## src/hdl/fhu_pkg.sv

```systemverilog
package fhu_pkg;

   localparam int FRAC_BITS = 15;
   localparam int GRADE_W = 16;
   localparam int HEDGE_W = 3;

   localparam logic [GRADE_W-1:0] ONE = GRADE_W'(1 << FRAC_BITS);
   localparam logic [GRADE_W-1:0] HALF = GRADE_W'(1 << (FRAC_BITS - 1));

   localparam int SQ_W = 2 * GRADE_W;
   localparam int RAD_W = 2 * GRADE_W;
   localparam int REM_W = GRADE_W + 3;
   localparam int ROOT_DIGITS = RAD_W / 2;
   localparam int ROOT_STAGES = 4;
   localparam int DIGITS_PER_STAGE = ROOT_DIGITS / ROOT_STAGES;

   localparam int PIPE_STAGES = ROOT_STAGES + 1;

   typedef enum logic [HEDGE_W-1:0] {
      HEDGE_NOT       = 3'd0,
      HEDGE_VERY      = 3'd1,
      HEDGE_SOMEWHAT  = 3'd2,
      HEDGE_EXTREMELY = 3'd3,
      HEDGE_INTENSIFY = 3'd4
   } hedge_type;

   typedef struct packed {
      logic [REM_W-1:0]   rem;
      logic [GRADE_W-1:0] root;
      logic [RAD_W-1:0]   rad;
   } root_state_type;

   typedef struct packed {
      logic      valid;
      hedge_type hedge;
   } ctrl_type;

   function automatic root_state_type root_step(root_state_type s);
      logic [REM_W-1:0] rem_sh;
      logic [REM_W-1:0] trial;
      root_state_type r;
      rem_sh = {s.rem[REM_W-3:0], s.rad[RAD_W-1 -: 2]};
      trial = {1'b0, s.root, 2'b01};
      r.rad = {s.rad[RAD_W-3:0], 2'b00};
      if (rem_sh >= trial) begin
         r.rem = rem_sh - trial;
         r.root = {s.root[GRADE_W-2:0], 1'b1};
      end else begin
         r.rem = rem_sh;
         r.root = {s.root[GRADE_W-2:0], 1'b0};
      end
      return r;
   endfunction

endpackage

```

## src/hdl/fhu_root_stage.sv

```systemverilog
module fhu_root_stage
   import fhu_pkg::*;
(
   input  logic           clock,
   input  root_state_type state_in,
   output root_state_type state_out
);

   root_state_type step_in [0:DIGITS_PER_STAGE];
   root_state_type state_ff;

   always_comb begin
      step_in[0] = state_in;
      for (int i = 0; i < DIGITS_PER_STAGE; i++) begin
         step_in[i+1] = root_step(step_in[i]);
      end
   end

   always_ff @(posedge clock) begin
      state_ff <= step_in[DIGITS_PER_STAGE];
   end

   assign state_out = state_ff;

endmodule

```

## src/hdl/fhu_poly.sv

```systemverilog
module fhu_poly
   import fhu_pkg::*;
(
   input  logic               clock,
   input  hedge_type          hedge,
   input  logic [GRADE_W-1:0] grade,
   input  logic [GRADE_W-1:0] operand,
   output logic [GRADE_W-1:0] result
);

   logic [SQ_W-1:0]    sq_ff;
   logic [GRADE_W-1:0] y2_ff;
   hedge_type          hedge2_ff;

   logic [GRADE_W-1:0] t_ff;
   logic [GRADE_W-1:0] dbl_ff;
   logic [GRADE_W-1:0] y3_ff;
   hedge_type          hedge3_ff;

   logic [SQ_W-1:0]    cube_ff;
   logic [GRADE_W-1:0] t4_ff;
   logic [GRADE_W-1:0] dbl4_ff;
   logic [GRADE_W-1:0] y4_ff;
   logic               upper4_ff;
   hedge_type          hedge4_ff;

   logic [GRADE_W-1:0] result_in;
   logic [GRADE_W-1:0] result_ff;

   always_ff @(posedge clock) begin
      sq_ff     <= operand * operand;
      y2_ff     <= grade;
      hedge2_ff <= hedge;

      t_ff      <= sq_ff[FRAC_BITS +: GRADE_W];
      dbl_ff    <= sq_ff[FRAC_BITS-1 +: GRADE_W];
      y3_ff     <= y2_ff;
      hedge3_ff <= hedge2_ff;

      cube_ff   <= t_ff * y3_ff;
      t4_ff     <= t_ff;
      dbl4_ff   <= dbl_ff;
      y4_ff     <= y3_ff;
      upper4_ff <= (y3_ff > HALF);
      hedge4_ff <= hedge3_ff;

      result_ff <= result_in;
   end

   always_comb begin
      case (hedge4_ff)
         HEDGE_NOT:       result_in = ONE - y4_ff;
         HEDGE_VERY:      result_in = t4_ff;
         HEDGE_EXTREMELY: result_in = cube_ff[FRAC_BITS +: GRADE_W];
         HEDGE_INTENSIFY: result_in = upper4_ff ? (ONE - dbl4_ff) : dbl4_ff;
         default:         result_in = '0;
      endcase
   end

   assign result = result_ff;

endmodule

```

## src/hdl/fuzzy_hedge_unit_top.sv

```systemverilog
// An accepted beat passes the input registers, then the root stages or poly registers, then the output registers.
// Throughput: one beat per cycle; once busy drops after reset it stays low.
// The depth is set by the sixteen-digit square root, four digits per stage.
// Results cannot be held off by the receiver, so the pipeline never stalls.
// Reset clears all valid bits and sets busy, which drops at the first clock edge after reset is released.
module fuzzy_hedge_unit_top
   import fhu_pkg::*;
(
   input  logic               clock,
   input  logic               reset,
   input  logic               start,
   output logic               busy,
   input  logic [HEDGE_W-1:0] req_hedge,
   input  logic [GRADE_W-1:0] req_grade_in,
   output logic               rsp_valid,
   output logic [GRADE_W-1:0] rsp_grade_out,
   output logic               rsp_bad_hedge
);

   logic busy_ff;
   logic accept;

   logic [GRADE_W-1:0] y_sat;
   logic [GRADE_W-1:0] operand_in;
   logic [GRADE_W-1:0] y_ff;
   logic [GRADE_W-1:0] operand_ff;

   ctrl_type ctrl_in;
   ctrl_type ctrl_ff [1:PIPE_STAGES];

   root_state_type root_state [0:ROOT_STAGES];
   logic [GRADE_W-1:0] poly_result;

   logic               rsp_valid_in;
   logic [GRADE_W-1:0] rsp_grade_in;
   logic               rsp_bad_in;
   logic               rsp_valid_ff;
   logic [GRADE_W-1:0] rsp_grade_ff;
   logic               rsp_bad_ff;

   assign accept = start && !busy_ff;

   always_comb begin
      y_sat = (req_grade_in > ONE) ? ONE : req_grade_in;
      if (hedge_type'(req_hedge) == HEDGE_INTENSIFY && y_sat > HALF) begin
         operand_in = ONE - y_sat;
      end else begin
         operand_in = y_sat;
      end
      ctrl_in.valid = accept;
      ctrl_in.hedge = hedge_type'(req_hedge);
   end

   always_ff @(posedge clock) begin
      if (reset) begin
         busy_ff <= 1'b1;
         rsp_valid_ff <= 1'b0;
         for (int i = 1; i <= PIPE_STAGES; i++) begin
            ctrl_ff[i].valid <= 1'b0;
         end
      end else begin
         busy_ff <= 1'b0;
         rsp_valid_ff <= rsp_valid_in;
         ctrl_ff[1].valid <= ctrl_in.valid;
         for (int i = 2; i <= PIPE_STAGES; i++) begin
            ctrl_ff[i].valid <= ctrl_ff[i-1].valid;
         end
      end
      ctrl_ff[1].hedge <= ctrl_in.hedge;
      for (int i = 2; i <= PIPE_STAGES; i++) begin
         ctrl_ff[i].hedge <= ctrl_ff[i-1].hedge;
      end
      y_ff <= y_sat;
      operand_ff <= operand_in;
      rsp_grade_ff <= rsp_grade_in;
      rsp_bad_ff <= rsp_bad_in;
   end

   always_comb begin
      root_state[0].rem = '0;
      root_state[0].root = '0;
      root_state[0].rad = RAD_W'({y_ff, {FRAC_BITS{1'b0}}});
   end

   for (genvar g = 0; g < ROOT_STAGES; g++) begin : g_root
      fhu_root_stage u_stage (
         .clock     (clock),
         .state_in  (root_state[g]),
         .state_out (root_state[g+1])
      );
   end

   fhu_poly u_poly (
      .clock   (clock),
      .hedge   (ctrl_ff[1].hedge),
      .grade   (y_ff),
      .operand (operand_ff),
      .result  (poly_result)
   );

   always_comb begin
      rsp_valid_in = ctrl_ff[PIPE_STAGES].valid;
      rsp_bad_in = 1'b0;
      case (ctrl_ff[PIPE_STAGES].hedge) inside
         HEDGE_SOMEWHAT: rsp_grade_in = root_state[ROOT_STAGES].root;
         HEDGE_NOT, HEDGE_VERY, HEDGE_EXTREMELY, HEDGE_INTENSIFY: rsp_grade_in = poly_result;
         default: begin
            rsp_grade_in = '0;
            rsp_bad_in = 1'b1;
         end
      endcase
   end

   assign busy = busy_ff;
   assign rsp_valid = rsp_valid_ff;
   assign rsp_grade_out = rsp_grade_ff;
   assign rsp_bad_hedge = rsp_bad_ff;

`ifndef SYNTHESIS
   a_latency: assert property (@(posedge clock) disable iff (reset)
      (start && !busy) |-> ##6 rsp_valid)
      else $error("accepted beat did not produce a result after six cycles");

   a_bad_zero: assert property (@(posedge clock) disable iff (reset)
      (rsp_valid && rsp_bad_hedge) |-> (rsp_grade_out == '0))
      else $error("unknown hedge returned a nonzero grade");

   a_range: assert property (@(posedge clock) disable iff (reset)
      (rsp_valid && !rsp_bad_hedge) |-> (rsp_grade_out <= ONE))
      else $error("modified grade exceeds one");

   a_bad_code: assert property (@(posedge clock) disable iff (reset)
      rsp_valid |-> (rsp_bad_hedge == ($past(req_hedge, 6) > HEDGE_W'(HEDGE_INTENSIFY))))
      else $error("error flag does not match the hedge code of the beat");
`endif

endmodule

```

## config.mk

```make
export PLATFORM = sky130hd
export DESIGN_NAME = fuzzy_hedge_unit_top
export DESIGN_NICKNAME = d
export VERILOG_FILES = /design/src/hdl/fhu_pkg.sv /design/src/hdl/fhu_root_stage.sv /design/src/hdl/fhu_poly.sv /design/src/hdl/fuzzy_hedge_unit_top.sv
export SDC_FILE = /design/constraint.sdc
export NUM_CORES = 2
export LEC_CHECK = 0
export BUFFER_PORTS_ARGS = -buffer_cell sky130_fd_sc_hd__buf_2
export CAP_MARGIN = 0
export CORE_UTILIZATION = 55
export CTS_BUF_LIST = sky130_fd_sc_hd__clkbuf_4
export DETAILED_ROUTE_END_ITERATION = 8
export GPL_ROUTABILITY_DRIVEN = 0
export PLACE_DENSITY = 0.79
export SETUP_SLACK_MARGIN = 0.05
export SLEW_MARGIN = 10
export SYNTH_ARGS = -nofsm -noshare
export SYNTH_HDL_FRONTEND = slang
export SYNTH_SLANG_ARGS = --single-unit
```

## constraint.sdc

```tcl
create_clock -name clock -period 11.86 [get_ports clock]
set_clock_uncertainty 0.1 [all_clocks]
set_input_delay 0.593 -clock clock [delete_from_list [all_inputs] [get_ports clock]]
set_output_delay 0.593 -clock clock [all_outputs]
set_load 0.03 [all_outputs]
```

* Word level (Yosys, flattened, before mapping)
Memories as Yosys holds them, arrays and structs flattened.
Index checks and enable logic that the tools add are counted.
** Cells by class
- Reductions and logical operators :: 6
- $lt $le $gt $ge :: 19
- Add/sub/neg operators :: 18
- Multipliers :: 2
- Bitwise logic cells :: 5
- Eq/ne operators :: 8
- Muxes and demuxes :: 31
** Operators by type and width (count)
- two-way mux 33 bit :: 15
- greater-or-equal comparator 19 x 18 -> 1 bit :: 15
- subtractor 17 bit :: 14
- two-way mux 16 bit :: 5
- case mux 16 bit (4 select lines) :: 1
- multiplier 16 x 16 -> 31 bit :: 2
- subtractor 16 bit (first input constant) :: 3
- > comparator 16 x 15 -> 1 bit (second input constant) :: 2
- > comparator 16 bit (second input constant) :: 1
- two-way mux 1 bit :: 10
- equality test 3 x 2 -> 1 bit (second input constant) :: 3
- equality test 3 bit (second input constant) :: 3
- equality test 3 x 1 -> 1 bit (second input constant) :: 2
- zero test 3 bit :: 2
- OR 1 bit :: 5
- OR reduction 4 bit :: 1
- logical AND 1 bit :: 2
- subtractor 1 x 1 -> 2 bit (second input constant) :: 1
- greater-or-equal comparator 1 bit (second input constant) :: 1
- zero test 1 bit :: 1
** Word-level totals
- Output and inout bits :: 19
- Memories kept :: 1
- Input port bits :: 22
- Bits in registers :: 376
- Memory bits (writable) :: 20
- Logic and storage cells :: 120
** Memories
- ctrl_ff :: words 5, bits a word 4, rd ports 5, clocked after Yosys merged registers in 0, write ports 5, line fuzzy_hedge_unit_top.sv:29 : ctrl_type ctrl_ff [1:PIPE_STAGES];

* Depth between registers and ports, before layout
- Word-level depth :: 8
- Mapped depth :: 50
- Gate-level depth less buffers :: 46

* Cells and area by module
A second synthesis with hierarchy kept.
** Second synthesis, totals
- Cell total of the unflattened synthesis :: 5144
- Area, all modules :: 44124.8 µm²
** By module, submodules not included
- fhu_poly :: sequential area each 2822.7 µm², instances 1, area each 18775.5 µm², cells each 2003
- fhu_root_stage at g_root[1].u_stage ... :: sequential area each 1181.1 µm², instances 3, area each 5768.0 µm², cells each 739
- fhu_root_stage at g_root[0].u_stage :: sequential area each 1181.1 µm², instances 1, area each 5895.7 µm², cells each 739
- fuzzy_hedge_unit_top :: sequential area each 1401.3 µm², instances 1, area each 2149.6 µm², cells each 185

* Least setup slack after synthesis
Ideal clock, no wire load.
- Path kind :: register -> register
- Start point :: reg g_root[2].u_stage.state_ff, in the netlist g_root[2].u_stage.state_out[33]
- End point :: reg g_root[3].u_stage.state_ff, in the netlist g_root[3].u_stage.state_out[32]
- Data arrival time :: 8.795 ns
- Setup time :: 0.129 ns
- Cell stages (with the launch flop) :: 49
- Period minus slack after synthesis :: 9.024 ns
- Required time :: 11.631 ns
- Path buffers :: 4
- Slack :: 2.836 ns
- Path through :: dfxtp_1 inv_1 ha_1 a21o_1 a21oi_1 o21ai_0 a21oi_1 o21ai_0 a211oi_1 o21ba_2 o21ai_0 inv_1 buf_1 nand2_1 nand2_1 ha_1 a21oi_1 o21bai_1 [... 13 more ...] inv_1 nor2_1 nor2_1 o22a_1 o31ai_1 o221a_2 a211oi_1 o21ai_0 clkbuf_1 mux2_2 ha_1 a21o_1 a21o_1 a21oi_1 nor2b_1 o21ai_0 o211a_1 o211ai_1
** RTL lines
- start: declaration :: line fhu_root_stage.sv:10 : root_state_type state_ff;
- start signal: assignment :: line fhu_root_stage.sv:20 : state_ff <= step_in[DIGITS_PER_STAGE];
- end signal: assignment :: line fhu_root_stage.sv:20
- end: declaration :: line fhu_root_stage.sv:10

==> summary.txt <==
Pwr
  – PwrDens: 289 nW/µm²
  – Internal: 4.79 mW
  – Power share of the sequential group: 0.165
  – Sw power: 4.59 mW
  – LEAKAGE: 16.2 nW
  – Comb pwr share: 0.735
  – Peak supply drop: 0.297 mV
  – Clock power share: 0.100
  – Post-layout power: 9.38 mW
  – Switch share: 0.489

CTS
  – TritonCTS clock tree: built
  – Total CTS buffers: 74
  – Clk slew on worst S/H paths: 0.06 ns
  – Number of gates resized after cts: 0
  – Worst-Skew Late Latency: 0.81 ns
  – CTS HTree Levels: 3
  – CTS sink cnt: 289
  – Longest Clk Path Bufs: 3
  – CTS Root Cell: clkbuf_4

Worst setup path
  – CP Class: register to register
  – Crit Reg-Reg Startpoint: g_root[1].u_stage.state_out[33]
  – Crit. Startpoint: g_root[1].u_stage.state_out[33]
  – CP max-delay cell: o31ai_1
  – CP max stage delay: 0.90 ns
  – Worst Setup End Kind: register
  – Startpoint types: register
  – Required @ worst endpoint: 12.50 ns
  – FF-to-FF path depth: 42
  – Setup slack, reg-to-reg: 1.46 ns
  – CP most frequent cell: a21oi_1
  – CP arrival: 11.04 ns
  – Critical path endpoint: g_root[2].u_stage.state_out[62]
  – CP max FO: 13
  – End of the worst register-to-register path: g_root[2].u_stage.state_out[62]

Timing
  – RSZ-0062 raised after global routing: false
  – Peak Freq: 96.1 MHz
  – Max-slew violation count: 0
  – Slew HR: 0.271
  – Slew @ Worst Pin: 1.08 ns
  – Tcrit/Tclk final: 0.877
  – Setup Viol. Count Final: 0
  – Hold Violations, Final: 0
  – Hold WS: 0.0680 ns
  – TNS Setup: 0 ns
  – Fin crit period: 10.40 ns

Floorplan
  – Die W: 237 µm
  – Die area: 56300 µm²
  – Row count: 85
  – Ports: 41
  – Core box area: 54200 µm²
  – Initial core utilization: 0.561
  – Die Height: 237 µm

Synth
  – Post-synth cell types: 100
  – Sequential area share after synthesis: 0.190
  – Ys flop type: dfxtp_1
  – Gate Count Post-Synth: 3427
  – Avg Cell Area, Syn: 8.88 µm²
  – Synth warnings: 0
  – Post-synth EDFFs: 0
  – FF+latch count, synth: 289
  – Ys async rst share: 0
  – Synthesized cell area: 30400 µm²
  – Syn_nets: 4133

Cells and area
  – Register Area: 5790 µm²
  – Area growth, synth to finish: 6.68%
  – Fin util: 0.598
  – Area of the multi-input gates: 22300 µm²
  – Share of layout cells above drive strength 1: 0.0754
  – Fill count: 4564
  – Final net count: 4179

Placed design
  – PortBufs: 40
  – HPWL Detailed: 52500 µm

Detailed routing
  – Initial DRC Count: 1472
  – Via density: 5.58
  – Routed WL: 67100 µm
  – Routed Antenna Nets: 0
  – Drt drc: 0
  – DR WL/cell: 15.9 µm
  – Vias: 23.6k
  – Drt pass-1 iters: 5

Global routing
  – Vias in the first global route: 23.6k
  – GRT Total Usage: 0.246
  – First-pass GRT wire length: 113000 µm
  – Initial antenna violation count: 2
  – Remaining Overflow, GRT: 0
  – Largest net degree at the start of global routing: 32

Worst hold path
  – Hold path depth: 2
  – Worst Hold Class: input pin to register

Run
  – Max-cap violations: 0

Status
  – Status: complete, no violations
[metrics by stage]
stage / area (µm²) / cells / setup slack, ns
5_1_grt: 32500 / 4229 / 0.528
4_1_cts: 32400 / 4226 / 1.60
3_5_place_dp: 31200 / 4075 / 1.62
2_1_floorplan: 30400 / 3427 / 2.84
6_report: 32500 / 4229 / 1.46
3_3_place_gp: 31200 / 4075 / 1.96
[registers in the layout, indices dropped and copies added, names as in the netlist, 14 cells and up]
signal                    count
u_poly.t4_ff                 16
u_poly.t_ff                  16
u_poly.y4_ff                 15
y_ff                         15
u_poly.y2_ff                 14
u_poly.sq_ff                 18
ctrl_ff                      20
rsp_grade_out                16
u_poly.y3_ff                 15
operand_ff                   16
u_poly.cube_ff               16
u_poly.result                16
g_root.u_stage.state_out     90
[worst min path at each step]
stage,start,endpoint,slack (ns)
6_report,req_grade_in[10],y_ff[10],0.07
4_1_cts,req_grade_in[10],y_ff[10],0.004
3_5_place_dp,u_poly.y2_ff[13],u_poly.y3_ff[13],0.21
3_3_place_gp,u_poly.sq_ff[21],u_poly.t_ff[6],0.21
5_1_grt,req_grade_in[3],y_ff[3],0.02
2_1_floorplan,ctrl_ff[1][0],ctrl_ff[2][0],0.21
[cell usage after synthesis (all sizes together) (14+ instances only)]
cell	n	share of area
a211oi	19	0.0050
a21o	37	0.0091
a21oi	162	0.027
a22o	18	0.0052
and2	166	0.034
and3	18	0.0037
clkbuf	95	0.012
dfxtp	289	0.19
fa	358	0.24
ha	326	0.13
inv	516	0.064
mux2	27	0.010
mux2i	18	0.0059
nand2	360	0.045
nand2b	16	0.0033
nand3	35	0.0061
nand4	19	0.0039
nor2	215	0.027
nor2b	47	0.0097
nor3	51	0.0086
nor4	26	0.0058
o211ai	14	0.0036
o21a	24	0.0062
o21ai	101	0.017
o21bai	17	0.0042
o22ai	19	0.0039
o31ai	26	0.0066
or2	18	0.0037
or3	32	0.0067
xnor2	115	0.033
xor2	61	0.018
[power by group through the flow]
stage | sequential, mW | combinational, mW | clock (mW)
2_1_floorplan | 1.42 | 5.46 | 0
3_3_place_gp | 1.56 | 6.63 | 0
3_5_place_dp | 1.56 | 6.83 | 0
4_1_cts | 1.54 | 6.92 | 0.964
5_1_grt | 1.57 | 7.87 | 1.02
6_report | 1.55 | 6.90 | 0.937
[cell type report]
type / count / area share
clock buffer: 105 / 0.0243
tap: 696 / 0.0268
timing repair buffer: 76 / 0.0159
sequential: 289 / 0.178
inverter: 516 / 0.0598
antenna: 3 / 0.000231
clock inverter: 28 / 0.00813
multi-input combinational: 2516 / 0.687
[timing repair]
| item | 4_1_cts | 5_1_grt |
|---|---|---|
| endpoints found under the hold margin | 24 | 0 |
| hold buffers | 18 | 0 |
| setup buffers | 0 | 0 |
[critical path, delay by kind of cell, from the launching register on]
kind,cells,cell delay [ns]
AOI/OAI and AO/OA,21,5.28
xor gates and xnor gates,1,0.29
adders and majority gates,6,1.81
buffers and inverters,4,0.68
DFF,1,0.33
muxes,1,0.40
and+or+nand+nor,9,1.45
[metal layers]
metal  track usage  share of wire  vias up
met1         0.328           0.45    11300
met4        0.0821          0.025        0
met3        0.0357          0.061      138
met2         0.411           0.47      691
li1              -              -    11400
met5             0              0        -
[cells in the final DEF (no fill, tap or decap), types with 19 or more instances in the layout]
cell type	n
fa_1	358
nand4_1	19
o31ai_1	25
nor2b_1	47
a21oi_1	161
o21a_1	23
or3_1	31
o21ai_0	96
o22ai_1	19
inv_1	513
xor2_1	61
nor2_1	215
nor4_1	25
ha_1	326
xnor2_1	115
clkbuf_4	105
dfxtp_1	289
nand2_1	359
mux2_2	22
nand3_1	33
and2_1	165
nor3_1	50
buf_2	40
a21o_1	37
[logic make-up after synthesis]
kind of cell / after synthesis / share of synthesized area
and+or+nand+nor: 1046 / 0.169
adders and majority gates: 684 / 0.370
buffers and inverters: 622 / 0.0775
AOI/OAI and AO/OA: 565 / 0.126
DFF: 289 / 0.190
xor gates and xnor gates: 176 / 0.0507
muxes: 45 / 0.0164
No activity file was read; power rests on OpenSTA's default activity.
